<file path="src/rtl/dbhb_pkg.sv">
// ----------------------------------------------------------------------------
// dbhb_pkg
// Shared types and constants of the deadband and heartbeat storage filter.
// ----------------------------------------------------------------------------
package dbhb_pkg;

    localparam int NUM_TAGS = 256;
    localparam int TAG_W    = 8;
    localparam int VAL_W    = 48;
    localparam int QUAL_W   = 8;
    localparam int TIME_W   = 48;
    localparam int DB_W     = 47;
    localparam int HB_W     = 32;
    localparam int CFG_W    = 47;
    localparam int CFG_IDX_W = 1;
    localparam int DIFF_W   = VAL_W + 1;

    localparam logic [CFG_IDX_W-1:0] CFG_GLOBAL_MIN_DB  = 1'd0;
    localparam logic [CFG_IDX_W-1:0] CFG_DEFAULT_HB_MS  = 1'd1;

    typedef struct packed {
        logic signed [VAL_W-1:0]  value;
        logic [QUAL_W-1:0]        quality;
        logic [TIME_W-1:0]        time_ms;
        logic                     time_ok;
    } t_rec;

    typedef struct packed {
        logic                     en;
        logic [TAG_W-1:0]         addr;
        t_rec                     rec;
    } t_rec_wr;

    typedef struct packed {
        logic [TAG_W-1:0]         tag;
        logic                     keep;
        logic signed [VAL_W-1:0]  value;
        logic [QUAL_W-1:0]        quality;
        logic [TIME_W-1:0]        time_ms;
        logic                     time_ok;
        logic [DB_W-1:0]          deadband;
        logic signed [HB_W-1:0]   heartbeat;
    } t_item;

endpackage

</file>
<file path="src/rtl/dbhb_in_if.sv">
// ----------------------------------------------------------------------------
// dbhb_in_if
// Sample channel: one tag sample with the tag's settings per beat.
// ----------------------------------------------------------------------------
interface dbhb_in_if;
    import dbhb_pkg::*;

    logic                     valid;
    logic                     ready;
    logic [TAG_W-1:0]         tag_index;
    logic                     tag_known;
    logic signed [VAL_W-1:0]  sample_value;
    logic [QUAL_W-1:0]        sample_quality;
    logic [TIME_W-1:0]        sample_time_ms;
    logic                     sample_time_valid;
    logic signed [VAL_W-1:0]  tag_storage_deadband;
    logic signed [VAL_W-1:0]  tag_general_deadband;
    logic signed [HB_W-1:0]   tag_heartbeat_ms;

    modport source (
        output valid, tag_index, tag_known, sample_value, sample_quality,
               sample_time_ms, sample_time_valid, tag_storage_deadband,
               tag_general_deadband, tag_heartbeat_ms,
        input  ready
    );

    modport sink (
        input  valid, tag_index, tag_known, sample_value, sample_quality,
               sample_time_ms, sample_time_valid, tag_storage_deadband,
               tag_general_deadband, tag_heartbeat_ms,
        output ready
    );

endinterface

</file>
<file path="src/rtl/dbhb_front.sv">
// ----------------------------------------------------------------------------
// dbhb_front
// Configuration registers and input register. Resolves the effective deadband
// and heartbeat interval of each sample as it is registered.
// ----------------------------------------------------------------------------
module dbhb_front (
    input  logic                             i_clk,
    input  logic                             i_rst_n,
    dbhb_in_if.sink                          i_in,
    input  logic                             i_cfg_we,
    input  logic [dbhb_pkg::CFG_IDX_W-1:0]   i_cfg_index,
    input  logic [dbhb_pkg::CFG_W-1:0]       i_cfg_data,
    input  logic                             i_advance,
    output dbhb_pkg::t_item                  o_item,
    output logic                             o_item_valid,
    output logic                             o_rd_en,
    output logic [dbhb_pkg::TAG_W-1:0]       o_rd_addr
);
    import dbhb_pkg::*;

    logic [DB_W-1:0]         r_gmin_db;
    logic signed [HB_W-1:0]  r_def_hb;
    t_item                   r_item;
    t_item                   n_item;
    logic                    r_valid;
    logic                    accept;
    logic [DB_W-1:0]         local_db;

    assign i_in.ready = !r_valid || i_advance;
    assign accept     = i_in.valid && i_in.ready;

    always_comb begin
        if (!i_in.tag_storage_deadband[VAL_W-1]) begin
            local_db = i_in.tag_storage_deadband[DB_W-1:0];
        end else if (!i_in.tag_general_deadband[VAL_W-1]) begin
            local_db = i_in.tag_general_deadband[DB_W-1:0];
        end else begin
            local_db = '0;
        end

        n_item.tag       = i_in.tag_index;
        n_item.keep      = i_in.tag_known
                           && ({1'b0, i_in.tag_index} < (TAG_W + 1)'(NUM_TAGS));
        n_item.value     = i_in.sample_value;
        n_item.quality   = i_in.sample_quality;
        n_item.time_ms   = i_in.sample_time_ms;
        n_item.time_ok   = i_in.sample_time_valid;
        n_item.deadband  = (r_gmin_db > local_db) ? r_gmin_db : local_db;
        n_item.heartbeat = i_in.tag_heartbeat_ms[HB_W-1] ? r_def_hb
                                                         : i_in.tag_heartbeat_ms;
    end

    always_ff @(posedge i_clk) begin
        if (!i_rst_n) begin
            r_gmin_db <= '0;
            r_def_hb  <= '0;
        end else if (i_cfg_we) begin
            case (i_cfg_index)
                CFG_GLOBAL_MIN_DB: r_gmin_db <= i_cfg_data[DB_W-1:0];
                CFG_DEFAULT_HB_MS: r_def_hb  <= i_cfg_data[HB_W-1:0];
                default: begin
                end
            endcase
        end
    end

    always_ff @(posedge i_clk) begin
        if (!i_rst_n) begin
            r_valid <= 1'b0;
        end else if (accept) begin
            r_valid <= 1'b1;
        end else if (i_advance) begin
            r_valid <= 1'b0;
        end
    end

    always_ff @(posedge i_clk) begin
        if (accept) begin
            r_item <= n_item;
        end
    end

    assign o_item       = r_item;
    assign o_item_valid = r_valid;
    assign o_rd_en      = accept;
    assign o_rd_addr    = i_in.tag_index;

endmodule

</file>
<file path="src/flat_wrapper.sv">
// flat-port wrapper written by rule: the top's interface ports become plain ports
module dbhb_front_flat import dbhb_pkg::*;
  (i_clk, i_rst_n, i_cfg_we, i_cfg_index, i_cfg_data, i_advance, o_item, o_item_valid, o_rd_en, o_rd_addr, i_in_valid, i_in_tag_index, i_in_tag_known, i_in_sample_value, i_in_sample_quality, i_in_sample_time_ms, i_in_sample_time_valid, i_in_tag_storage_deadband, i_in_tag_general_deadband, i_in_tag_heartbeat_ms, i_in_ready);
  dbhb_in_if i_in_i ();
  input  logic i_clk;
  input  logic i_rst_n;
  input  logic i_cfg_we;
  input  logic [dbhb_pkg::CFG_IDX_W-1:0] i_cfg_index;
  input  logic [dbhb_pkg::CFG_W-1:0] i_cfg_data;
  input  logic i_advance;
  output dbhb_pkg::t_item o_item;
  output logic o_item_valid;
  output logic o_rd_en;
  output logic [dbhb_pkg::TAG_W-1:0] o_rd_addr;
  input wire logic [$bits(i_in_i.valid)-1:0] i_in_valid;
  input wire logic [$bits(i_in_i.tag_index)-1:0] i_in_tag_index;
  input wire logic [$bits(i_in_i.tag_known)-1:0] i_in_tag_known;
  input wire logic [$bits(i_in_i.sample_value)-1:0] i_in_sample_value;
  input wire logic [$bits(i_in_i.sample_quality)-1:0] i_in_sample_quality;
  input wire logic [$bits(i_in_i.sample_time_ms)-1:0] i_in_sample_time_ms;
  input wire logic [$bits(i_in_i.sample_time_valid)-1:0] i_in_sample_time_valid;
  input wire logic [$bits(i_in_i.tag_storage_deadband)-1:0] i_in_tag_storage_deadband;
  input wire logic [$bits(i_in_i.tag_general_deadband)-1:0] i_in_tag_general_deadband;
  input wire logic [$bits(i_in_i.tag_heartbeat_ms)-1:0] i_in_tag_heartbeat_ms;
  output wire logic [$bits(i_in_i.ready)-1:0] i_in_ready;
  assign i_in_i.valid = i_in_valid;
  assign i_in_i.tag_index = i_in_tag_index;
  assign i_in_i.tag_known = i_in_tag_known;
  assign i_in_i.sample_value = i_in_sample_value;
  assign i_in_i.sample_quality = i_in_sample_quality;
  assign i_in_i.sample_time_ms = i_in_sample_time_ms;
  assign i_in_i.sample_time_valid = i_in_sample_time_valid;
  assign i_in_i.tag_storage_deadband = i_in_tag_storage_deadband;
  assign i_in_i.tag_general_deadband = i_in_tag_general_deadband;
  assign i_in_i.tag_heartbeat_ms = i_in_tag_heartbeat_ms;
  assign i_in_ready = i_in_i.ready;
  dbhb_front u_core (.i_clk(i_clk), .i_rst_n(i_rst_n), .i_in(i_in_i), .i_cfg_we(i_cfg_we), .i_cfg_index(i_cfg_index), .i_cfg_data(i_cfg_data), .i_advance(i_advance), .o_item(o_item), .o_item_valid(o_item_valid), .o_rd_en(o_rd_en), .o_rd_addr(o_rd_addr));
endmodule
</file>
<file path="config.mk">
export PLATFORM = sky130hd
export DESIGN_NAME = dbhb_front_flat
export DESIGN_NICKNAME = d
export VERILOG_FILES = /design/src/rtl/dbhb_pkg.sv /design/src/rtl/dbhb_in_if.sv /design/src/rtl/dbhb_front.sv /design/src/flat_wrapper.sv
export SDC_FILE = /design/constraint.sdc
export NUM_CORES = 1
export LEC_CHECK = 0
export BUFFER_PORTS_ARGS = -buffer_cell sky130_fd_sc_hd__buf_4
export CELL_PAD_IN_SITES_DETAIL_PLACEMENT = 1
export CELL_PAD_IN_SITES_GLOBAL_PLACEMENT = 2
export CORE_ASPECT_RATIO = 1.5
export CORE_MARGIN = 4
export CORE_UTILIZATION = 26
export DETAILED_ROUTE_END_ITERATION = 8
export PLACE_DENSITY = 0.76
export SLEW_MARGIN = 25
export SYNTH_ARGS = -nofsm -noshare
export SYNTH_HDL_FRONTEND = slang
export SYNTH_SLANG_ARGS = --single-unit
</file>
<file path="constraint.sdc">
create_clock -name i_clk -period 7.91 [get_ports i_clk]
set_clock_uncertainty 0.15 [all_clocks]
set_input_delay 1.582 -clock i_clk [delete_from_list [all_inputs] [get_ports i_clk]]
set_output_delay 1.582 -clock i_clk [all_outputs]
set_load 0.005 [all_outputs]
</file>
==> summary.txt, run 1 <==
Hold path
  • Hold depth: 2
  • WHS Endpoint: u_core.r_def_hb[14]
  • Hold_sp: u_core.r_def_hb[14]
  • Hold WC Path Type: reg -> reg

STA
  • Fin. max-slew vios: 0
  • Post-route minimum period: ~5.6 ns
  • FMAX: around 0.18 GHz
  • Slew headroom: about 41%
  • Worst-Margin Slew: 0.8871 ns
  • Final worst-path cycle share: a little over two thirds
  • Setup Viol. Count Final: 0
  • Hold violation total from the final report: 0
  • Unrepaired setup endpoints after global routing: false
  • Fin Setup TNS: 0 ns

Routing
  • Antenna Nets Post-Route: 0
  • Drt drc: 0
  • Drt pass-1 iters: 4
  • Drt wl/cell: around 22 µm
  • Vias: just under 9000
  • WL final: between 40 and 50 mm
  • Via density: between 4 and 5
  • Drt first-iter violations: around 310

Synth
  • Syn nets: around 1300
  • Post-synthesis async set-or-reset flop share: 0%
  • Post-synthesis cell area: approximately 11000 µm²
  • Top cells by area, synth: edfxtp_1, dfxtp_1, nand2_1, a21boi_0, ha_1
  • Syn Area/Cell: around 13 µm²
  • Top_reg_cell synth: edfxtp_1
  • Yosys reg bits: 273
  • Yosys warns: 0
  • Area leader, netlist: edfxtp_1
  • Number of flops mapped to enable cells by yosys: roughly 190
  • Part of the Yosys area used for sequential elements: ~65%
  • Yosys cell types: 35
  • Synthesized instance count: slightly above 900
  • Post-synth top area share: ~50%

Clock network
  • Total CTS buffers: 28
  • Number of gates resized after CTS: 0
  • Max Buffers Root-to-Sink: 3
  • Post-CTS setup buffer count: 0
  • CTS Sinks: 273
  • Worst-skew pair later-pin latency: 0.57 ns
  • Clock root cell: clkbuf_16
  • H-tree levels: 1
  • CTS tree: yes
  • Post-CTS Hold Buffers: 0
  • Clock-pin slew on the worst setup and hold paths: 0.06 ns

Floorplanning
  • Height of the chip: ~270 µm
  • Initial core utilization: between 20% and 30%
  • Num rows: 93
  • Core ar.: ~43000 µm²
  • Io pins: 499
  • Die Wd: approximately 180 µm
  • Total Die Area: approximately 48000 µm²

Cells and area
  • Core Util, Final: roughly two fifths
  • Ratio of cells with drive above 1 in the final layout: 40.86%
  • Final instance area: 16630 µm²
  • Most common cell after layout, fill and taps aside: buf_4
  • Synth-to-layout area growth: 45.21%
  • Commonest cells after routing, fill and taps aside: buf_4, edfxtp_1, nand2_1
  • Non-filler cells in the finished layout: 1990
  • Fin nets: approximately 1700

Critical path
  • Worst Setup SP: i_in_tag_storage_deadband[47]
  • CP max stage cell: nor4_1
  • Crit-path leading delay family: simple AND/OR/NAND/NOR gates
  • Reg2reg setup slack: roughly 4.5 ns
  • Worst EP required: approximately 8 ns
  • CP Class: in -> reg
  • Critical path depth: 11
  • Crit path max fanout: 48
  • WP buf/inv: 3
  • Crit start category: input port
  • WP data arrival: approximately 5.7 ns
  • Most frequent CP cell: buf_4
  • R2R Path End: u_core.o_item[32]
  • FF-to-FF path depth: 7
  • Launching point of the worst reg2reg path: u_core.r_gmin_db[29]
  • Crit end category: register
  • Max stage delay on crit path: roughly 0.64 ns
  • Critical path cell sequence: buf_4, nor2b_4, buf_4, a21oi_1, ha_1, nand4_1, nor4_1, nand3_1, a221oi_4, buf_4, mux2_1

Global routing
  • Number of global-route vias before repair: ~9600
  • Initial antenna violation count: 4
  • First-pass GRT wire length: 60.06 mm
  • GRT overflow: 0
  • Largest net degree at the start of global routing: around 110
  • GRT Total Usage: approximately 17%

Placed design
  • Post-DP Area: 15740 µm²
  • Placed insts: roughly 1900
  • Post-detail-place hpwl: ~33 mm
  • Port Buf Inserts: ~500
  • Routability cong.: about 0.77

Flow run
  • Max-cap violations: 0

Power and ir drop
  • Leakage: just over 0.007 µW
  • Maximum vdd drop: ~170 µV
  • Total chip power: around 3500 µW
  • PD cells: between 200 and 250 nW/µm²

Run status
  • Status: completed
how the worst max path moves through the flow:
stage / to / slack, ns
2_1_floorplan: o_rd_en / 0.003
3_3_place_gp: u_core.o_item[32] / 1.66
3_5_place_dp: u_core.o_item[32] / 1.59
4_1_cts: u_core.o_item[32] / 2.21
5_1_grt: u_core.o_item[32] / 1.93
6_report: u_core.o_item[32] / 2.34
layer usage:
| metal | global-route usage, % | vias to the layer above | routed length, µm | share of wire, % |
|---|---|---|---|---|
| met3 | 3.853 | 64 | 3289 | 7.7 |
| met4 | 5.871 | 2 | 1524 | 3.6 |
| li1 | - | 4179 | - | - |
| met2 | 34.74 | 336 | 24380 | 57 |
| met5 | 0 | - | 15 | 0.035 |
| met1 | 15.91 | 4222 | 13630 | 32 |
sequential cells by signal, indices dropped and copies added, names as in the netlist:
name                 count
u_core.o_item_valid      1
u_core.r_gmin_db        47
u_core.r_def_hb         32
u_core.o_item          193
power breakdown:
group / internal, µW / switching, µW
Clock: 746 / 571
Combinational: 258 / 230
Sequential: 1640 / 38.6
cell families after synthesis:
group,share of synthesized area (%)
fa+ha+maj,5.133
flops,64.57
compound gates,9.262
mux,7.252
simple gates,9.786
buf+inv,3.997
final cells by class:
cell class	instances	area (µm²)
diodes	3	7.507
repair buffers	505	3804
multi-input cells	538	3636
clock buffers	33	719.4
well taps	570	713.2
flip-flops and latches	273	7397
fillers	4793	26650
inverters	50	187.7
clock inverters	18	170.2
Yosys cell counts (2+ instances only):
master,n
a21o_1,4
nand2b_1,2
buf_1,8
inv_1,50
o21ai_1,3
and2_1,3
o21ai_0,4
a21boi_0,80
a21oi_1,64
edfxtp_1,193
buf_8,3
nand4_1,11
a211oi_1,2
nor4_1,3
mux2_2,31
nor2b_1,48
mux2i_1,47
nand2_1,168
nor3_1,2
nor2_1,3
buf_4,9
dfxtp_1,80
clkbuf_1,31
nand3_1,7
ha_1,47
through the flow:
| step | hold slack [ns] | worst slack [ns] |
|---|---|---|
| finish | 0.3161 | 2.336 |
| global route | 0.3419 | 1.931 |
| CTS | 0.3230 | 2.215 |
| detailed placement | 0.3126 | 1.590 |
| global placement | 0.3017 | 1.656 |
| floorplan | 0.2888 | 0.002738 |
worst min-delay path, cell delays in order (launching register included):
cell and delay [ns]:
dfxtp_1 0.31, nand2_1 0.05, a21boi_0 0.06
(Power assumes the default switching activity.)
==> inputs of run 2 (changes only) <==
==> constraint.sdc (replaced) <==
create_clock -name i_clk -period 4.85 [get_ports i_clk]
set_clock_uncertainty 0.15 [all_clocks]
set_input_delay 0.97 -clock i_clk [delete_from_list [all_inputs] [get_ports i_clk]]
set_output_delay 0.97 -clock i_clk [all_outputs]
set_load 0.005 [all_outputs]
==> run 2 against run 1 <==
Against the previous run: clock power grew 64%; sequential share of layout area decreased by 0.31 points; critical path type unchanged; flip-flop and latch count unchanged; setup slack worse by 1.5 ns; critical path depth is 1 higher; largest power group unchanged; combinational power increased by 65%; core utilization increased by 0.27 points; global-route usage up 0.21 points; routed wire length rose by 1.7%.
==> summary.txt, run 2 (synthesis results as in run 1) <==
Run status
  • Status: completed (unchanged)

Placed design
  • Post-detail-place hpwl: 34.20 mm (was 32.86 mm)
  • Port Buf Inserts: 498 (unchanged)
  • Routability cong.: 0.7617 (was 0.7748)

Critical path
  • CP Class: in -> reg (unchanged)
  • FF-to-FF path depth: 8 (was 7)
  • Critical path cell sequence: buf_4, nor2b_4, buf_12, a21oi_1, ha_1, nand4_1, nor4_1, buf_4, nand3_1, a221oi_4, buf_4, mux2i_1 (was buf_4, nor2b_4, buf_4, a21oi_1, ha_1, nand4_1, nor4_1, nand3_1, a221oi_4, buf_4, mux2_1)
  • Worst EP required: 5.09 ns (was 8.07 ns)
  • Crit path max fanout: 39 (was 48)
  • Launching point of the worst reg2reg path: u_core.r_gmin_db[46] (was u_core.r_gmin_db[29])
  • WP data arrival: 4.25 ns (was 5.74 ns)
  • R2R Path End: u_core.o_item[57] (was u_core.o_item[32])
  • Max stage delay on crit path: 0.61 ns (was 0.64 ns)
  • Crit end category: register (unchanged)
  • Most frequent CP cell: buf_4 (unchanged)
  • Reg2reg setup slack: 1.67 ns (was 4.52 ns)
  • CP max stage cell: nor4_1 (unchanged)
  • Crit start category: input port (unchanged)

Power and ir drop
  • Sw Ratio: 24.45% (was 24.14%)
  • Internal: 4308 µW (was 2640 µW)
  • Logic pwr share: 14.2% (was 14.0%)
  • Clock network power share: 37.9% (was 37.8%)
  • Switching power: 1395 µW (was 840.0 µW)
  • Maximum vdd drop: 261.4 µV (was 167.9 µV)
  • PD cells: 340.4 nW/µm² (was 209.2 nW/µm²)
  • Reg power frac: 47.9% (was 48.1%)
  • Leakage: 0.007166 µW (was 0.007109 µW)

Clock network
  • Number of gates resized after CTS: 0 (unchanged)
  • CTS tree: yes (unchanged)
  • Total CTS buffers: 29 (was 28)
  • H-tree levels: 1 (unchanged)
  • Clock-pin slew on the worst setup and hold paths: 0.06 ns (about the same)
  • CTS Sinks: 273 (unchanged)
  • Clock root cell: clkbuf_16 (unchanged)
  • Post-CTS setup buffer count: 0 (unchanged)
  • Worst-skew pair later-pin latency: 0.56 ns (was 0.57 ns)
  • Post-CTS Hold Buffers: 0 (unchanged)
  • Max Buffers Root-to-Sink: 3 (unchanged)

Floorplanning
  • Core ar.: 43290 µm² (unchanged)
  • Height of the chip: 265.1 µm (unchanged)
  • Io pins: 499 (unchanged)
  • Die Wd: 179.4 µm (unchanged)
  • Total Die Area: 47550 µm² (unchanged)
  • Num rows: 93 (unchanged)
  • Initial core utilization: 26.47% (unchanged)

Cells and area
  • Synth-to-layout area growth: 46.22% (was 45.21%)
  • Fin nets: 1744 (was 1738)
  • Most common cell after layout, fill and taps aside: buf_4 (unchanged)
  • Commonest cells after routing, fill and taps aside: buf_4, edfxtp_1, nand2_1 (unchanged)
  • Max reg flops: 193 (unchanged)
  • Ratio of cells with drive above 1 in the final layout: 41.40% (was 40.86%)

STA
  • Setup Viol. Count Final: 0 (unchanged)
  • Worst-Margin Slew: 0.8282 ns (was 0.8871 ns)
  • Fin. max-slew vios: 0 (unchanged)
  • Final worst-path cycle share: between 80 and 90%
  • Unrepaired setup endpoints after global routing: false (unchanged)
  • FMAX: 0.2496 GHz
  • Hold violation total from the final report: 0 (unchanged)
  • Post-route minimum period: roughly 4 ns
  • Slew headroom: 44.78% (was 40.86%)
  • Fin Setup TNS: 0 ns (unchanged)
  • Worst Hold Margin: 0.3142 ns (was 0.3161 ns)

Global routing
  • Largest net degree at the start of global routing: 99 (was 106)
  • First-pass GRT wire length: 60.53 mm (was 60.06 mm)
  • Initial antenna violation count: 6 (was 4)
  • GRT Total Usage: 17.18% (was 16.97%)
  • Number of global-route vias before repair: 9457 (was 9629)
  • GRT overflow: 0 (unchanged)

Routing
  • WL final: 43.58 mm (was 42.84 mm)
  • Drt first-iter violations: 352 (was 312)
  • Drt pass-1 iters: 4 (unchanged)
  • Vias: 8828 (was 8803)
  • Via density: 4.414 (was 4.424)
  • Drt drc: 0 (unchanged)
  • Antenna Nets Post-Route: 0 (unchanged)
  • Drt wl/cell: 21.79 µm (was 21.53 µm)

Hold path
  • Hold_sp: u_core.r_def_hb[21] (was u_core.r_def_hb[14])
  • Hold depth: 2 (unchanged)
  • Hold WC Path Type: reg -> reg (unchanged)
  • WHS Endpoint: u_core.r_def_hb[21] (was u_core.r_def_hb[14])

Flow run
  • Max-cap violations: 0 (unchanged)
==> run 2: cell count changes in the layout (fill, tap and decap cells not counted), sizes merged <==
cell,before,now
buf,505,510
clkinv,14,16
diode,3,5
bufinv,3,2
clkinvlp,1,2
inv,50,51
==> run 2: cell type report <==
class | count | area [µm²]
flip-flops and latches | 273 | 7397
clock inverters | 21 | 172.7
multi-input cells | 538 | 3636
well taps | 570 | 713.2
diodes | 5 | 12.51
inverters | 50 | 187.7
repair buffers | 510 | 3891
clock buffers | 33 | 740.7
fillers | 4828 | 26540
==> run 2: power groups by stage <==
| stage | clock (µW) | sequential (µW) | combinational [µW] |
|---|---|---|---|
| global route | 2340 | 2750 | 883 |
| finish | 2160 | 2730 | 807 |
| global placement | 0 | 2780 | 810 |
| CTS | 2250 | 2740 | 830 |
| floorplan | 0 | 2780 | 302 |
| detailed placement | 0 | 2790 | 828 |
==> run 2: worst max-delay path: cells and delay by family <==
kind / cells / cell delay, ns
multiplexers: 1 / 0.25
adder cells (fa/ha/maj): 1 / 0.32
AO/OA/AOI/OAI: 2 / 0.49
AND/OR/NAND/NOR: 4 / 1.16
buffers and inverters: 4 / 1.02
==> run 2: per-stage QoR <==
stage / total power, µW / util [%] / cell area (µm²) / std cells / setup WS, ns
5_1_grt: 5971 / 38.69 / 16750 / 1998 / 0.6323
3_5_place_dp: 3613 / 36.56 / 15830 / 1941 / 0.1325
6_report: 5702 / 38.70 / 16750 / 2000 / 0.8442
2_1_floorplan: 3086 / - / 11460 / 913 / 0.2458
3_3_place_gp: 3592 / 36.56 / 15830 / 1941 / 0.1874
4_1_cts: 5819 / 38.67 / 16740 / 1995 / 0.7416
==> run 2: worst max-delay path by stage <==
stage / from / endpoint / slack (ns)
6_report: i_in_tag_general_deadband[47] / u_core.o_item[57] / 0.84
5_1_grt: i_in_tag_general_deadband[47] / u_core.o_item[42] / 0.63
4_1_cts: i_in_tag_general_deadband[47] / u_core.o_item[43] / 0.74
3_5_place_dp: i_in_tag_general_deadband[47] / u_core.o_item[43] / 0.13
3_3_place_gp: i_in_tag_general_deadband[47] / u_core.o_item[45] / 0.19
2_1_floorplan: i_advance / o_rd_en / 0.25
==> run 2: per-layer routing <==
metal | track usage [%] | vias up | wire length (µm)
met4 | 5.913 | 2 | 1197
met3 | 4.237 | 52 | 3420
met2 | 35.37 | 339 | 25270
met5 | 0 | - | 20
met1 | 15.75 | 4228 | 13680
li1 | - | 4207 | -
