File: src/rtl/dbhb_pkg.sv
// ----------------------------------------------------------------------------
// dbhb_pkg
// Shared types and constants of the deadband and heartbeat storage filter.
// ----------------------------------------------------------------------------
package dbhb_pkg;

    localparam int NUM_TAGS = 256;
    localparam int TAG_W    = 8;
    localparam int VAL_W    = 48;
    localparam int QUAL_W   = 8;
    localparam int TIME_W   = 48;
    localparam int DB_W     = 47;
    localparam int HB_W     = 32;
    localparam int CFG_W    = 47;
    localparam int CFG_IDX_W = 1;
    localparam int DIFF_W   = VAL_W + 1;

    localparam logic [CFG_IDX_W-1:0] CFG_GLOBAL_MIN_DB  = 1'd0;
    localparam logic [CFG_IDX_W-1:0] CFG_DEFAULT_HB_MS  = 1'd1;

    typedef struct packed {
        logic signed [VAL_W-1:0]  value;
        logic [QUAL_W-1:0]        quality;
        logic [TIME_W-1:0]        time_ms;
        logic                     time_ok;
    } t_rec;

    typedef struct packed {
        logic                     en;
        logic [TAG_W-1:0]         addr;
        t_rec                     rec;
    } t_rec_wr;

    typedef struct packed {
        logic [TAG_W-1:0]         tag;
        logic                     keep;
        logic signed [VAL_W-1:0]  value;
        logic [QUAL_W-1:0]        quality;
        logic [TIME_W-1:0]        time_ms;
        logic                     time_ok;
        logic [DB_W-1:0]          deadband;
        logic signed [HB_W-1:0]   heartbeat;
    } t_item;

endpackage

File: src/rtl/dbhb_out_if.sv
// ----------------------------------------------------------------------------
// dbhb_out_if
// Storage channel: one forwarded sample per beat.
// ----------------------------------------------------------------------------
interface dbhb_out_if;
    import dbhb_pkg::*;

    logic                     valid;
    logic                     ready;
    logic [TAG_W-1:0]         stored_tag;
    logic signed [VAL_W-1:0]  stored_value;
    logic [QUAL_W-1:0]        stored_quality;
    logic [TIME_W-1:0]        stored_time_ms;
    logic                     stored_time_valid;

    modport source (
        output valid, stored_tag, stored_value, stored_quality, stored_time_ms,
               stored_time_valid,
        input  ready
    );

    modport sink (
        input  valid, stored_tag, stored_value, stored_quality, stored_time_ms,
               stored_time_valid,
        output ready
    );

endinterface

File: src/rtl/dbhb_decide.sv
// ----------------------------------------------------------------------------
// dbhb_decide
// Forwarding decision against the stored record, record write-back and
// the output register.
// ----------------------------------------------------------------------------
module dbhb_decide (
    input  logic               i_clk,
    input  logic               i_rst_n,
    input  dbhb_pkg::t_item    i_item,
    input  logic               i_item_valid,
    input  dbhb_pkg::t_rec     i_rec,
    input  logic               i_present,
    output logic               o_advance,
    output dbhb_pkg::t_rec_wr  o_wr,
    dbhb_out_if.source         o_out
);
    import dbhb_pkg::*;

    logic signed [DIFF_W-1:0]  v_ext;
    logic signed [DIFF_W-1:0]  l_ext;
    logic signed [DIFF_W-1:0]  d_pos;
    logic signed [DIFF_W-1:0]  d_neg;
    logic [DIFF_W-1:0]         abs_diff;
    logic signed [DIFF_W-1:0]  elapsed;
    logic signed [DIFF_W-1:0]  hb_ext;
    logic                      over_db;
    logic                      hb_due;
    logic                      store;
    logic                      emit;
    logic                      out_free;
    logic                      r_out_valid;
    t_item                     r_out;

    always_comb begin
        v_ext    = {i_item.value[VAL_W-1], i_item.value};
        l_ext    = {i_rec.value[VAL_W-1], i_rec.value};
        d_pos    = v_ext - l_ext;
        d_neg    = l_ext - v_ext;
        abs_diff = d_pos[DIFF_W-1] ? d_neg : d_pos;
        over_db  = abs_diff >= {{(DIFF_W - DB_W){1'b0}}, i_item.deadband};

        elapsed  = i_item.time_ok ? ($signed({1'b0, i_item.time_ms})
                                     - $signed({1'b0, i_rec.time_ms})) : '0;
        hb_ext   = {{(DIFF_W - HB_W){i_item.heartbeat[HB_W-1]}}, i_item.heartbeat};
        hb_due   = i_rec.time_ok && (elapsed >= hb_ext);

        store    = !i_present || (i_item.quality != i_rec.quality)
                   || (i_item.deadband == '0) || over_db || hb_due;
        emit     = i_item.keep && store;
    end

    assign out_free  = !r_out_valid || o_out.ready;
    assign o_advance = i_item_valid && out_free;

    assign o_wr.en           = o_advance && emit;
    assign o_wr.addr         = i_item.tag;
    assign o_wr.rec.value    = i_item.value;
    assign o_wr.rec.quality  = i_item.quality;
    assign o_wr.rec.time_ms  = i_item.time_ms;
    assign o_wr.rec.time_ok  = i_item.time_ok;

    always_ff @(posedge i_clk) begin
        if (!i_rst_n) begin
            r_out_valid <= 1'b0;
        end else if (o_advance && emit) begin
            r_out_valid <= 1'b1;
        end else if (o_out.ready) begin
            r_out_valid <= 1'b0;
        end
    end

    always_ff @(posedge i_clk) begin
        if (o_advance && emit) begin
            r_out <= i_item;
        end
    end

    assign o_out.valid             = r_out_valid;
    assign o_out.stored_tag        = r_out.tag;
    assign o_out.stored_value      = r_out.value;
    assign o_out.stored_quality    = r_out.quality;
    assign o_out.stored_time_ms    = r_out.time_ms;
    assign o_out.stored_time_valid = r_out.time_ok;

endmodule

File: src/flat_wrapper.sv
// flat-port wrapper written by rule: the top's interface ports become plain ports
module dbhb_decide_flat import dbhb_pkg::*;
  (i_clk, i_rst_n, i_item, i_item_valid, i_rec, i_present, o_advance, o_wr, o_out_valid, o_out_stored_tag, o_out_stored_value, o_out_stored_quality, o_out_stored_time_ms, o_out_stored_time_valid, o_out_ready);
  dbhb_out_if o_out_i ();
  input  logic i_clk;
  input  logic i_rst_n;
  input  dbhb_pkg::t_item i_item;
  input  logic i_item_valid;
  input  dbhb_pkg::t_rec i_rec;
  input  logic i_present;
  output logic o_advance;
  output dbhb_pkg::t_rec_wr o_wr;
  output wire logic [$bits(o_out_i.valid)-1:0] o_out_valid;
  output wire logic [$bits(o_out_i.stored_tag)-1:0] o_out_stored_tag;
  output wire logic [$bits(o_out_i.stored_value)-1:0] o_out_stored_value;
  output wire logic [$bits(o_out_i.stored_quality)-1:0] o_out_stored_quality;
  output wire logic [$bits(o_out_i.stored_time_ms)-1:0] o_out_stored_time_ms;
  output wire logic [$bits(o_out_i.stored_time_valid)-1:0] o_out_stored_time_valid;
  input wire logic [$bits(o_out_i.ready)-1:0] o_out_ready;
  assign o_out_valid = o_out_i.valid;
  assign o_out_stored_tag = o_out_i.stored_tag;
  assign o_out_stored_value = o_out_i.stored_value;
  assign o_out_stored_quality = o_out_i.stored_quality;
  assign o_out_stored_time_ms = o_out_i.stored_time_ms;
  assign o_out_stored_time_valid = o_out_i.stored_time_valid;
  assign o_out_i.ready = o_out_ready;
  dbhb_decide u_core (.i_clk(i_clk), .i_rst_n(i_rst_n), .i_item(i_item), .i_item_valid(i_item_valid), .i_rec(i_rec), .i_present(i_present), .o_advance(o_advance), .o_wr(o_wr), .o_out(o_out_i));
endmodule
File: config.mk
export PLATFORM = sky130hd
export DESIGN_NAME = dbhb_decide_flat
export DESIGN_NICKNAME = d
export VERILOG_FILES = /design/src/rtl/dbhb_pkg.sv /design/src/rtl/dbhb_out_if.sv /design/src/rtl/dbhb_decide.sv /design/src/flat_wrapper.sv
export SDC_FILE = /design/constraint.sdc
export NUM_CORES = 1
export LEC_CHECK = 0
export BUFFER_PORTS_ARGS = -buffer_cell sky130_fd_sc_hd__buf_2
export CORE_ASPECT_RATIO = 0.6
export CORE_UTILIZATION = 45
export CTS_CLUSTER_SIZE = 14
export DETAILED_ROUTE_END_ITERATION = 6
export PLACE_DENSITY_LB_ADDON = 0.15
export REMOVE_ABC_BUFFERS = 1
export SLEW_MARGIN = 20
export SYNTH_ARGS = -nofsm -noshare
export SYNTH_HDL_FRONTEND = slang
export SYNTH_SLANG_ARGS = --single-unit
File: constraint.sdc
create_clock -name i_clk -period 16.5 [get_ports i_clk]
set_input_delay 3.3 -clock i_clk [delete_from_list [all_inputs] [get_ports i_clk]]
set_output_delay 3.3 -clock i_clk [all_outputs]
set_load 0.05 [all_outputs]
==> results of run 1 <==
## power breakdown
group	internal (mW)	total (mW)	switching [mW]
combinational	0.257	0.756	0.499
clock	0.258	0.439	0.180
sequential	0.333	0.336	0.00267
total	0.848	1.53	0.682
## synth_stat cells (all sizes together), types with 6 or more instances
| master | n |
|---|---|
| nand3 | 27 |
| nor4 | 18 |
| o21a | 20 |
| and3 | 11 |
| edfxtp | 113 |
| o21bai | 34 |
| inv | 254 |
| nor2b | 19 |
| a211oi | 24 |
| or3 | 13 |
| xor2 | 34 |
| mux2i | 23 |
| a211o | 6 |
| buf | 141 |
| o31a | 6 |
| nor2 | 116 |
| xnor2 | 52 |
| a21o | 101 |
| o211ai | 11 |
| and2 | 22 |
| ha | 240 |
| clkbuf | 29 |
| o22ai | 9 |
| a221oi | 10 |
| nand4 | 49 |
| a31oi | 18 |
| nand2b | 21 |
| nand2 | 114 |
| o31ai | 8 |
| a21oi | 210 |
| a21boi | 12 |
| nor3 | 37 |
| o21ai | 98 |
| a311oi | 6 |
## logic make-up (layout without fill, tap and decap cells)
kind of cell               Yosys count  after routing  share of synthesized area (%)
DFF                                114            114                          21.68
buffers and inverters              424            828                          13.15
and+or+nand+nor                    463            463                          14.35
AOI/OAI and AO/OA                  613            613                          25.12
muxes                               23             23                          1.462
other                                0              4                              0
xor gates and xnor gates            86             86                          4.785
adders and majority gates          243            243                          19.46
## worst max-delay path by stage
stage,startpoint,endpoint,slack (ps),cells past startpoint
6_report,i_item[183],o_wr[113],2780,26
5_1_grt,i_item[183],o_wr[113],2440,24
4_1_cts,i_item[183],o_wr[113],2870,22
3_5_place_dp,i_item[183],o_wr[113],2880,22
3_3_place_gp,i_item[183],o_wr[113],2890,22
2_1_floorplan,i_item[177],o_wr[113],-790,23
## worst max-delay path: stages
cell and delay [ps]:
sky130_fd_sc_hd__buf_2 130, sky130_fd_sc_hd__inv_1 60, sky130_fd_sc_hd__ha_1 570, sky130_fd_sc_hd__inv_1 260
sky130_fd_sc_hd__a21oi_1 80, sky130_fd_sc_hd__a311oi_2 740, sky130_fd_sc_hd__nand2_1 320, sky130_fd_sc_hd__or4_1 610
sky130_fd_sc_hd__a21oi_4 420, sky130_fd_sc_hd__buf_4 380, sky130_fd_sc_hd__mux2i_1 630, sky130_fd_sc_hd__a221oi_2 200
sky130_fd_sc_hd__o22ai_1 210, sky130_fd_sc_hd__xor2_1 170, sky130_fd_sc_hd__ha_1 260, sky130_fd_sc_hd__nand4_1 80
sky130_fd_sc_hd__nor2_1 50, sky130_fd_sc_hd__and3_1 230, sky130_fd_sc_hd__nand2_1 100, sky130_fd_sc_hd__nor3_1 70
sky130_fd_sc_hd__a221o_1 300, sky130_fd_sc_hd__nor2_1 110, sky130_fd_sc_hd__a211oi_1 70, sky130_fd_sc_hd__o41ai_1 650
sky130_fd_sc_hd__nor2b_4 140, sky130_fd_sc_hd__buf_2 250
## state kept, by name (all words and copies together), names as in the netlist
| signal | count |
|---|---|
| u_core.o_out.stored_time_ms | 48 |
| u_core.o_out.stored_value | 48 |
| u_core.o_out.stored_quality | 8 |
| u_core.o_out.stored_tag | 8 |
| u_core.o_out.stored_time_valid | 1 |
| u_core.o_out.valid | 1 |
## metal layers
layer / global-route usage [%] / share of wire [%]
met2: 45.09 / 38
met4: 7.327 / 1.4
met3: 13.57 / 13
met5: 3.209 / 0.25
met1: 52.98 / 48
## metrics by stage
step	total power [mW]	std cells	setup WS [ps]
4_1_cts	1.511	2829	2874
6_report	1.531	2833	2776
5_1_grt	1.596	2833	2435
2_1_floorplan	0.7809	1796	-794.7
3_3_place_gp	1.068	2797	2893
3_5_place_dp	1.069	2797	2881
## cell type report
class / count / area (um^2)
multi-input combinational: 1428 / 10270
clock buffer: 17 / 425.4
fill: 3349 / 15480
timing repair buffer: 542 / 2740
inverter: 254 / 953.4
sequential: 114 / 3413
antenna: 4 / 10.01
clock inverter: 15 / 222.7
tap: 459 / 574.3
==> summary.md, run 1 <==
| Metric | Value |
|---|---|
| RSZ-0062 raised after global routing | no |
| Pin slew with the least headroom to its limit | 1206 ps |
| Largest net degree at the start of global routing | 61 |
| Vias in the first global route | 14894 |
| Max Slew Vio Count | 0 |
| Final-layout worst hold slack | 721.9 ps |
| HP Start | u_core.o_out.valid |
| Effective utilization at floorplan | 46.18% |
| GPL Wtd Cong | 1.076 |
| Number of H-tree levels | 4 |
| Clock-pin slew reported for the worst setup and hold paths after clock tree synthesis | 60 ps |
| Die outline width | 243.5 um |
| Biggest fanout along the worst timing path | 21 |
| Outcome | finished clean |
| Count of nets left with antenna violations after detail routing | 0 |
| Maximum vdd drop | 0.00007695 V |
| Core box area | 34090 um^2 |
| Reg-to-reg startpoint | u_core.o_out.valid |
| Global-route wire length before repair | 92940 um |
| Cell depth of the worst flop-to-flop path | 4 |
| Top FF cell, synth | sky130_fd_sc_hd__edfxtp_1 |
| Ratio of cells with drive above 1 in the final layout | 25.23% |
| Number of stages on the worst hold path | 2 |
| Vias | 16428 |
| Arrival @ worst endpoint | 10420 ps |
| Unique masters post-synth | 74 |
| Layout Cell Area excl Fill | 18610 um^2 |
| CTS tree | built |
| Worst slew margin relative to its limit | 19.57% |
| Post-CTS sizing | 0 |
| Final clock period utilization by the worst path | 83.18% |
| Total iterations of the first detailed-routing run | 5 |
| Data required time at the worst endpoint | 13200 ps |
| Share of the synthesized area in the top cell type | 21.55% |
| Accumulated negative setup slack | 0 ps |
| Mean Syn Cell Area | 8.007 um^2 |
| Worst R2R End | u_core.o_out.stored_quality[7] |
| Final routed wire length divided by cell count | 22.78 um |
| Power density of the placed cells | 82.23 nW/um^2 |
| Maximum clock skew at final layout | 12.84 ps |
| Boundary pin count | 532 |
| Most common cell after layout, fill and taps aside | sky130_fd_sc_hd__buf_2 |
| Placed inst area | 17950 um^2 |
| Async set-or-reset flop fraction in the synthesized netlist | 0% |
| Detailed-route wire length | 64550 um |
| Yosys warns | 0 |
| Leakage power figure | 9.627 nW |
| Syn-to-layout area delta | 18.23% |
| DR vias/cell | 5.799 |
| Synthesized area | 15740 um^2 |
| Final min period | 13720 ps |
| Worst min path class | reg -> reg |
| Remaining design rule violation count | 0 |
| Vertical extent of the die | 146.9 um |
| Largest cells by area after synthesis | sky130_fd_sc_hd__edfxtp_1, sky130_fd_sc_hd__ha_1, sky130_fd_sc_hd__a21oi_1, sky130_fd_sc_hd__inv_1, sky130_fd_sc_hd__buf_4 |
| Final Core Density | 54.59% |
| Gate Count Post-Synth | 1966 |
| Cts-stage hold buffer count | 0 |
| Count of input and output buffers | 531 |
| Nature of the critical path startpoint | primary input |
| Flip-flop and latch count after synthesis | 114 |
| Max Clk Rate | 0.07286 GHz |
| Library cell with the largest summed area after synthesis | sky130_fd_sc_hd__edfxtp_1 |
| Setup slack, reg-to-reg | 13760 ps |
| First DRT Iteration DRCs | 1731 |
| GRT Overall Usage | 34.99% |
| Kind of capture point of the worst setup path | output port |
| Post-synth EDFFs | 113 |
| Die ar. | 35760 um^2 |
| Residual overflow from global routing | 0 |
| Category of the most critical setup path | in -> out |
| Clock sinks | 114 |
| Setup Fix Bufs, Post-CTS | 0 |
| Maximum buffer depth of the clock tree | 2 |
| Number of nets in the layout | 2903 |
| Number of setup violations in the final report | 0 |
| Number of failing hold endpoints at the final stage | 0 |
| Leading cell types in the layout, fill and taps excluded | sky130_fd_sc_hd__buf_2, sky130_fd_sc_hd__inv_1, sky130_fd_sc_hd__ha_1 |
| Buffer cell driving the clock tree root | sky130_fd_sc_hd__clkbuf_16 |
| Worst Hold Path EP | u_core.o_out.valid |
| Row Count | 52 |
| TritonCTS Buffers | 17 |
| Estimated wirelength of the detail-placed design | 54860 um |
| Initial antenna violation count | 5 |
| Count of maximum capacitance violations | 0 |
| Sequential cell area fraction in the yosys report | 21.68% |
| Clock insertion delay at the later pin of the skew report | 470 ps |
Power figures use the tool's default switching activity.
==> run 2: changes to the inputs <==
==> constraint.sdc (replaced) <==
create_clock -name i_clk -period 11 [get_ports i_clk]
set_input_delay 2.2 -clock i_clk [delete_from_list [all_inputs] [get_ports i_clk]]
set_output_delay 2.2 -clock i_clk [all_outputs]
set_load 0.05 [all_outputs]
==> run 2 against run 1 <==
Sequential cell count stayed put. First-iteration DRC count is 2.3% lower. Utilization is 0.54 points higher. Critical path depth is 2 lower. Non-clock buffer count is 18 higher. Power is 50% higher. Final cell count is 0.78% higher. Combinational power is 52% higher. Critical path type unchanged.
==> summary.md, run 2 (synthesis results as in run 1) <==
| Metric | Value |
|---|---|
| Outcome | finished clean (unchanged) |
| Most common cell after layout, fill and taps aside | sky130_fd_sc_hd__buf_2 (unchanged) |
| Worst Hold Path EP | u_core.o_out.valid (unchanged) |
| Accumulated negative setup slack | 0 ps (unchanged) |
| Boundary pin count | 532 (unchanged) |
| Setup slack, reg-to-reg | 8310 ps (was 13760 ps) |
| Pin slew with the least headroom to its limit | 984.1 ps (was 1206 ps) |
| Cell depth of the worst flop-to-flop path | 4 (unchanged) |
| Final min period | 10680 ps |
| Total placed cells including tap cells | 2815 (was 2797) |
| Cell Count, Final, Fillers Out | 2855 (was 2833) |
| Largest net degree at the start of global routing | 60 (was 61) |
| Residual overflow from global routing | 0 (unchanged) |
| TritonCTS Buffers | 17 (unchanged) |
| Clock insertion delay at the later pin of the skew report | 460 ps (was 470 ps) |
| Vias in the first global route | 14970 (was 14894) |
| Syn-to-layout area delta | 19.40% (was 18.23%) |
| Post-CTS sizing | 0 (unchanged) |
| Kind of capture point of the worst setup path | output port (unchanged) |
| Nature of the critical path startpoint | primary input (unchanged) |
| Effective utilization at floorplan | 46.18% (unchanged) |
| Global-route wire length before repair | 92570 um (was 92940 um) |
| Core box area | 34090 um^2 (unchanged) |
| Placement-stage worst setup slack | 250.4 ps (was 2881 ps) |
| Leakage power figure | 9.724 nW (was 9.627 nW) |
| GPL Wtd Cong | 1.021 (was 1.076) |
| First DRT Iteration DRCs | 1691 (was 1731) |
| Cts-stage hold buffer count | 0 (unchanged) |
| Arrival @ worst endpoint | 8480 ps (was 10420 ps) |
| Detailed-route wire length | 63630 um (was 64550 um) |
| Biggest fanout along the worst timing path | 13 (was 21) |
| Final clock period utilization by the worst path | 97.09% |
| Count of maximum capacitance violations | 0 (unchanged) |
| Worst path max stage delay | 640 ps (was 740 ps) |
| RSZ-0062 raised after global routing | no (unchanged) |
| Number of failing hold endpoints at the final stage | 0 (unchanged) |
| Vertical extent of the die | 146.9 um (unchanged) |
| Maximum vdd drop | 0.0001375 V (was 0.00007695 V) |
| Category of the most critical setup path | in -> out (unchanged) |
| Maximum clock skew at final layout | 7.967 ps (was 12.84 ps) |
| Max Clk Rate | 0.09363 GHz |
| Count of nets left with antenna violations after detail routing | 0 (unchanged) |
| Setup slack after layout | 319.7 ps (was 2776 ps) |
| Buffer cell driving the clock tree root | sky130_fd_sc_hd__clkbuf_16 (unchanged) |
| Clock-pin slew reported for the worst setup and hold paths after clock tree synthesis | 60 ps (about the same) |
| Remaining design rule violation count | 0 (unchanged) |
| DR vias/cell | 5.749 (was 5.799) |
| Die outline width | 243.5 um (unchanged) |
| Number of nets in the layout | 2921 (was 2903) |
| CTS tree | built (unchanged) |
| Power density of the placed cells | 122.3 nW/um^2 (was 82.23 nW/um^2) |
| Count of input and output buffers | 531 (unchanged) |
| Total iterations of the first detailed-routing run | 6 (was 5) |
| Row Count | 52 (unchanged) |
| Number of setup violations in the final report | 0 (unchanged) |
| Vias | 16413 (was 16428) |
| Number of stages on the worst hold path | 2 (unchanged) |
| GRT Overall Usage | 34.66% (was 34.99%) |
| HP Start | u_core.o_out.valid (unchanged) |
| Clock sinks | 114 (unchanged) |
| Leading cell types in the layout, fill and taps excluded | sky130_fd_sc_hd__buf_2, sky130_fd_sc_hd__inv_1, sky130_fd_sc_hd__ha_1 (unchanged) |
| Final routed wire length divided by cell count | 22.29 um (was 22.78 um) |
| Reg-to-reg startpoint | u_core.o_out.valid (unchanged) |
| Initial antenna violation count | 8 (was 5) |
| Ratio of cells with drive above 1 in the final layout | 25.92% (was 25.23%) |
| Maximum buffer depth of the clock tree | 2 (unchanged) |
| Number of H-tree levels | 4 (unchanged) |
| Setup Fix Bufs, Post-CTS | 0 (unchanged) |
| Die ar. | 35760 um^2 (unchanged) |
| Data required time at the worst endpoint | 8800 ps (was 13200 ps) |
| Slowest-stage cell, CP | sky130_fd_sc_hd__o221ai_1 (was sky130_fd_sc_hd__a311oi_2) |
| Worst slew margin relative to its limit | 32.70% (was 19.57%) |
| Worst min path class | reg -> reg (unchanged) |
| Max Slew Vio Count | 0 (unchanged) |
| Worst R2R End | u_core.o_out.stored_quality[0] (was u_core.o_out.stored_quality[7]) |
| List of cells traversed by the critical path | buf_2 -> inv_1 -> ha_1 -> nand4_1 -> or3_1 -> a21oi_1 -> o31ai_1 -> a21o_1 -> o221ai_1 -> o22ai_1 -> xor2_1 -> ha_1 -> nand3_1 -> nor2_1 -> and3_1 -> nand2_1 -> nor3_1 -> buf_4 -> nand2_1 -> a31oi_1 -> a311o_1 -> o41ai_2 -> nor2b_4 -> buf_2 |
| Estimated wirelength of the detail-placed design | 54340 um (was 54860 um) |
## run 2: cell count changes in the layout (fill, tap and decap cells not counted), moves of 2 or more
| cell | change |
|---|---|
| sky130_fd_sc_hd__buf_12 | +2 |
| sky130_fd_sc_hd__buf_4 | +16 |
| sky130_fd_sc_hd__diode_2 | +4 |
| sky130_fd_sc_hd__inv_6 | +2 |
## run 2: how the worst max path moves through the flow
stage / cells after the start / from / slack, ps / to
2_1_floorplan: 23 / i_item[177] / -4090 / o_wr[113]
3_3_place_gp: 24 / i_item[148] / 330 / o_wr[113]
3_5_place_dp: 24 / i_item[148] / 250 / o_wr[113]
4_1_cts: 24 / i_item[148] / 220 / o_wr[113]
5_1_grt: 24 / i_item[148] / 80 / o_wr[113]
6_report: 24 / i_item[164] / 320 / o_wr[113]
## run 2: area by class of cell
cell class              instances  area [um^2]
well taps                     459        574.3
fillers                      3281        15300
diodes                          8        20.02
clock buffers                  17        425.4
inverters                     254        953.4
clock inverters                15        220.2
flip-flops and latches        114         3413
multi-input cells            1428        10290
repair buffers                560         2900
## run 2: through the flow
step           hold WS [ps]  utilization, %  instance area (um^2)  power (mW)
2_1_floorplan         727.3               -                 14630       1.171
3_3_place_gp          678.4           53.12                 18110       1.615
3_5_place_dp          671.4           53.13                 18110       1.623
4_1_cts               682.1           55.03                 18760       2.274
5_1_grt               681.7           55.13                 18800       2.404
6_report              681.5           55.13                 18800       2.300
## run 2: worst max-delay path, delay by kind of cell
family / cells / cell delay, ps
buffers and inverters: 4 / 650
AND/OR/NAND/NOR: 9 / 2030
XOR/XNOR: 1 / 250
adder cells (fa/ha/maj): 2 / 860
AO/OA/AOI/OAI: 8 / 2480
## run 2: layer usage
metal	up-vias	global-route usage (%)	share of wire (%)
met4	0	6.918	1.3
met1	7720	53.70	48
met2	915	46.01	38
met3	46	10.43	12
li1	7732	-	-
met5	-	0	0
## run 2: where the power goes
part | leakage, nW | internal [mW] | switching (mW)
clock network | 0.313 | 0.387 | 0.260
logic | 8.35 | 0.396 | 0.753
registers | 1.07 | 0.500 | 0.00394
total | 9.72 | 1.28 | 1.02
==> run 3: changes to the inputs <==
--- a/config.mk
+++ b/config.mk
@@ -10,6 +10,7 @@
 export CORE_UTILIZATION = 45
 export CTS_CLUSTER_SIZE = 14
 export DETAILED_ROUTE_END_ITERATION = 6
+export MAX_ROUTING_LAYER = met4
 export PLACE_DENSITY_LB_ADDON = 0.15
 export REMOVE_ABC_BUFFERS = 1
 export SLEW_MARGIN = 20
==> run 3 against run 2 <==
Non-clock buffer count grew 5. Final cell count grew 0.21%. Count of clock-buffer cells in the layout is the same. Power grew 1.0%. Die area is the same. Clock skew shrank 0.54 ps. Critical path type unchanged. Sequential share of layout area is essentially flat.
==> summary.md, run 3 (synthesis results as in run 1) <==
| Metric | Value |
|---|---|
| Maximum vdd drop | 0.0001152 V (was 0.0001375 V) |
| Global-route wire length before repair | 93040 um (was 92570 um) |
| Max Slew Vio Count | 0 (unchanged) |
| Dominant delay contributor by cell family on the critical path | compound AO/OA/AOI/OAI gates (unchanged) |
| Ratio of cells with drive above 1 in the final layout | 26.12% (was 25.92%) |
| GPL Wtd Cong | 1.029 (was 1.021) |
| Number of filler instances in the final layout | 3381 (was 3281) |
| First DRT Iteration DRCs | 1529 (was 1691) |
| Final Core Density | 55.25% (was 55.13%) |
| Max Clk Rate | 0.09270 GHz (was 0.09363 GHz) |
| Power density of the placed cells | 123.4 nW/um^2 (was 122.3 nW/um^2) |
| Boundary pin count | 532 (unchanged) |
| Syn-to-layout area delta | 19.65% (was 19.40%) |
| GRT Overall Usage | 36.03% (was 34.66%) |
| Die outline width | 243.5 um (unchanged) |
| Kind of capture point of the worst setup path | output port (unchanged) |
| Maximum clock skew at final layout | 7.428 ps (was 7.967 ps) |
| Part of the power in combinational logic | 49.5% (was 50.0%) |
| Worst slew margin relative to its limit | 34.52% (was 32.70%) |
| Core box area | 34090 um^2 (unchanged) |
| Met1 GRT Util | 52.63% (was 53.70%) |
| Biggest fanout along the worst timing path | 14 (was 13) |
| Switching part of the total power | 43.83% (was 44.22%) |
| Most common cell after layout, fill and taps aside | sky130_fd_sc_hd__buf_2 (unchanged) |
| Count of maximum capacitance violations | 0 (unchanged) |
| RSZ-0062 raised after global routing | no (unchanged) |
| Total iterations of the first detailed-routing run | 6 (unchanged) |
| Final clock period utilization by the worst path | 98.07% (was 97.09%) |
| Vertical extent of the die | 146.9 um (unchanged) |
| Number of setup violations in the final report | 0 (unchanged) |
| Outcome | finished clean (unchanged) |
| Row Count | 52 (unchanged) |
| Remaining design rule violation count | 0 (unchanged) |
| Met3 layer usage reported by global route | 12.93% (was 10.43%) |
| Leading cell types in the layout, fill and taps excluded | sky130_fd_sc_hd__buf_2, sky130_fd_sc_hd__inv_1, sky130_fd_sc_hd__ha_1 (unchanged) |
| DR vias/cell | 5.707 (was 5.749) |
| Power share of the clock group | 28.8% (was 28.1%) |
| Sequential fraction of design power | 21.7% (was 21.9%) |
| Nature of the critical path startpoint | primary input (unchanged) |
| Initial antenna violation count | 10 (was 8) |
| Leakage power figure | 9.755 nW (was 9.724 nW) |
| Pin slew with the least headroom to its limit | 972.0 ps (was 984.1 ps) |
| Slowest-stage cell, CP | sky130_fd_sc_hd__or4_1 (was sky130_fd_sc_hd__o221ai_1) |
| Residual overflow from global routing | 0 (unchanged) |
| Detailed-route wire length | 64160 um (was 63630 um) |
| Cell Count, Final, Fillers Out | 2861 (was 2855) |
| Accumulated negative setup slack | 0 ps (unchanged) |
| Fraction of met2 tracks used by global routing | 46.08% (was 46.01%) |
| Number of nets in the layout | 2926 (was 2921) |
| Count of input and output buffers | 531 (unchanged) |
| CTS tree | built (unchanged) |
| Final min period | 10790 ps (was 10680 ps) |
| Placed inst area | 18120 um^2 (was 18110 um^2) |
| Internal Dissipation | 1.305 mW (was 1.283 mW) |
| Largest net degree at the start of global routing | 64 (was 60) |
| Clock-pin slew reported for the worst setup and hold paths after clock tree synthesis | 60 ps (about the same) |
| Die ar. | 35760 um^2 (unchanged) |
| Worst min path class | reg -> reg (unchanged) |
| Most frequent cell on the critical path | sky130_fd_sc_hd__nand2_1 |
| Switching component of the power | 1.018 mW (was 1.017 mW) |
| Count of nets left with antenna violations after detail routing | 0 (unchanged) |
| Total placed cells including tap cells | 2820 (was 2815) |
| Number of failing hold endpoints at the final stage | 0 (unchanged) |
| Clock insertion delay at the later pin of the skew report | 450 ps (was 460 ps) |
| Maximum buffer depth of the clock tree | 2 (unchanged) |
| Number of H-tree levels | 4 (unchanged) |
| Buffering stage count on the worst path with inverters included | 5 (was 4) |
| Worst path max stage delay | 610 ps (was 640 ps) |
| Vias in the first global route | 15091 (was 14970) |
| TritonCTS Buffers | 17 (unchanged) |
| Final-layout worst hold slack | 689.7 ps (was 681.5 ps) |
| Vias | 16329 (was 16413) |
| Layout Cell Area excl Fill | 18840 um^2 (was 18800 um^2) |
| Final routed wire length divided by cell count | 22.43 um (was 22.29 um) |
| Clock sinks | 114 (unchanged) |
| Data required time at the worst endpoint | 8800 ps (about the same) |
| Grt peak-use layer | met1 (unchanged) |
| Buffer cell driving the clock tree root | sky130_fd_sc_hd__clkbuf_16 (unchanged) |
| Category of the most critical setup path | in -> out (unchanged) |
| Effective utilization at floorplan | 46.18% (unchanged) |
| Estimated wirelength of the detail-placed design | 54650 um (was 54340 um) |
| Arrival @ worst endpoint | 8590 ps (was 8480 ps) |
-- run 3: cell types whose count changed in the layout (fill, tap and decap cells not counted), sizes merged --
cell and delta:
diode +1, clkinvlp -1, buf +5, bufinv +1
-- run 3: final cells by class --
class | count | area (um^2) | area share (%)
multi-input combinational | 1428 | 10290 | 54.63
sequential | 114 | 3413 | 18.12
antenna | 9 | 22.52 | 0.1196
inverter | 254 | 953.4 | 5.061
clock inverter | 15 | 245.2 | 1.302
tap | 459 | 574.3 | 3.049
clock buffer | 17 | 425.4 | 2.258
timing repair buffer | 565 | 2913 | 15.46
-- run 3: routing by layer --
metal,vias to the layer above,share of wire [%]
li1,7767,-
met1,7639,48
met2,869,38
met3,54,12
met4,0,1.4
met5,-,0
-- run 3: metrics by stage --
stage	total power [mW]	worst slack (ps)
2_1_floorplan	1.171	-4095
3_3_place_gp	1.615	190.8
3_5_place_dp	1.620	192.9
4_1_cts	2.296	164.0
5_1_grt	2.431	33.59
6_report	2.324	212.8
-- run 3: what timing repair did --
item	CTS	global route
setup buffers	0	0
gates resized for setup	0	5
hold buffers	0	0
endpoints found under the setup margin	0	1
-- run 3: worst paths after layout --
kind,startpoint,endpoint,slack (ps),cells after the start
worst min register to register,u_core.o_out.valid,u_core.o_out.valid,690,2
worst min-delay path,u_core.o_out.valid,u_core.o_out.valid,690,2
worst max-delay path,i_item[177],o_wr[113],210,27
worst max register to register,u_core.o_out.valid,u_core.o_out.stored_quality[1],8320,4
-- run 3: tightest hold or removal path, stage by stage (launching register included) --
cell	delay, ps
sky130_fd_sc_hd__dfxtp_1	370
sky130_fd_sc_hd__nand2b_1	180
sky130_fd_sc_hd__a21boi_1	90
-- run 3: power groups by stage --
stage          Combinational (mW)  Sequential (mW)  Clock, mW
5_1_grt                      1.23            0.506      0.693
6_report                     1.15            0.504      0.669
3_5_place_dp                 1.11            0.514          0
2_1_floorplan               0.590            0.581          0
3_3_place_gp                 1.10            0.513          0
4_1_cts                      1.12            0.504      0.677
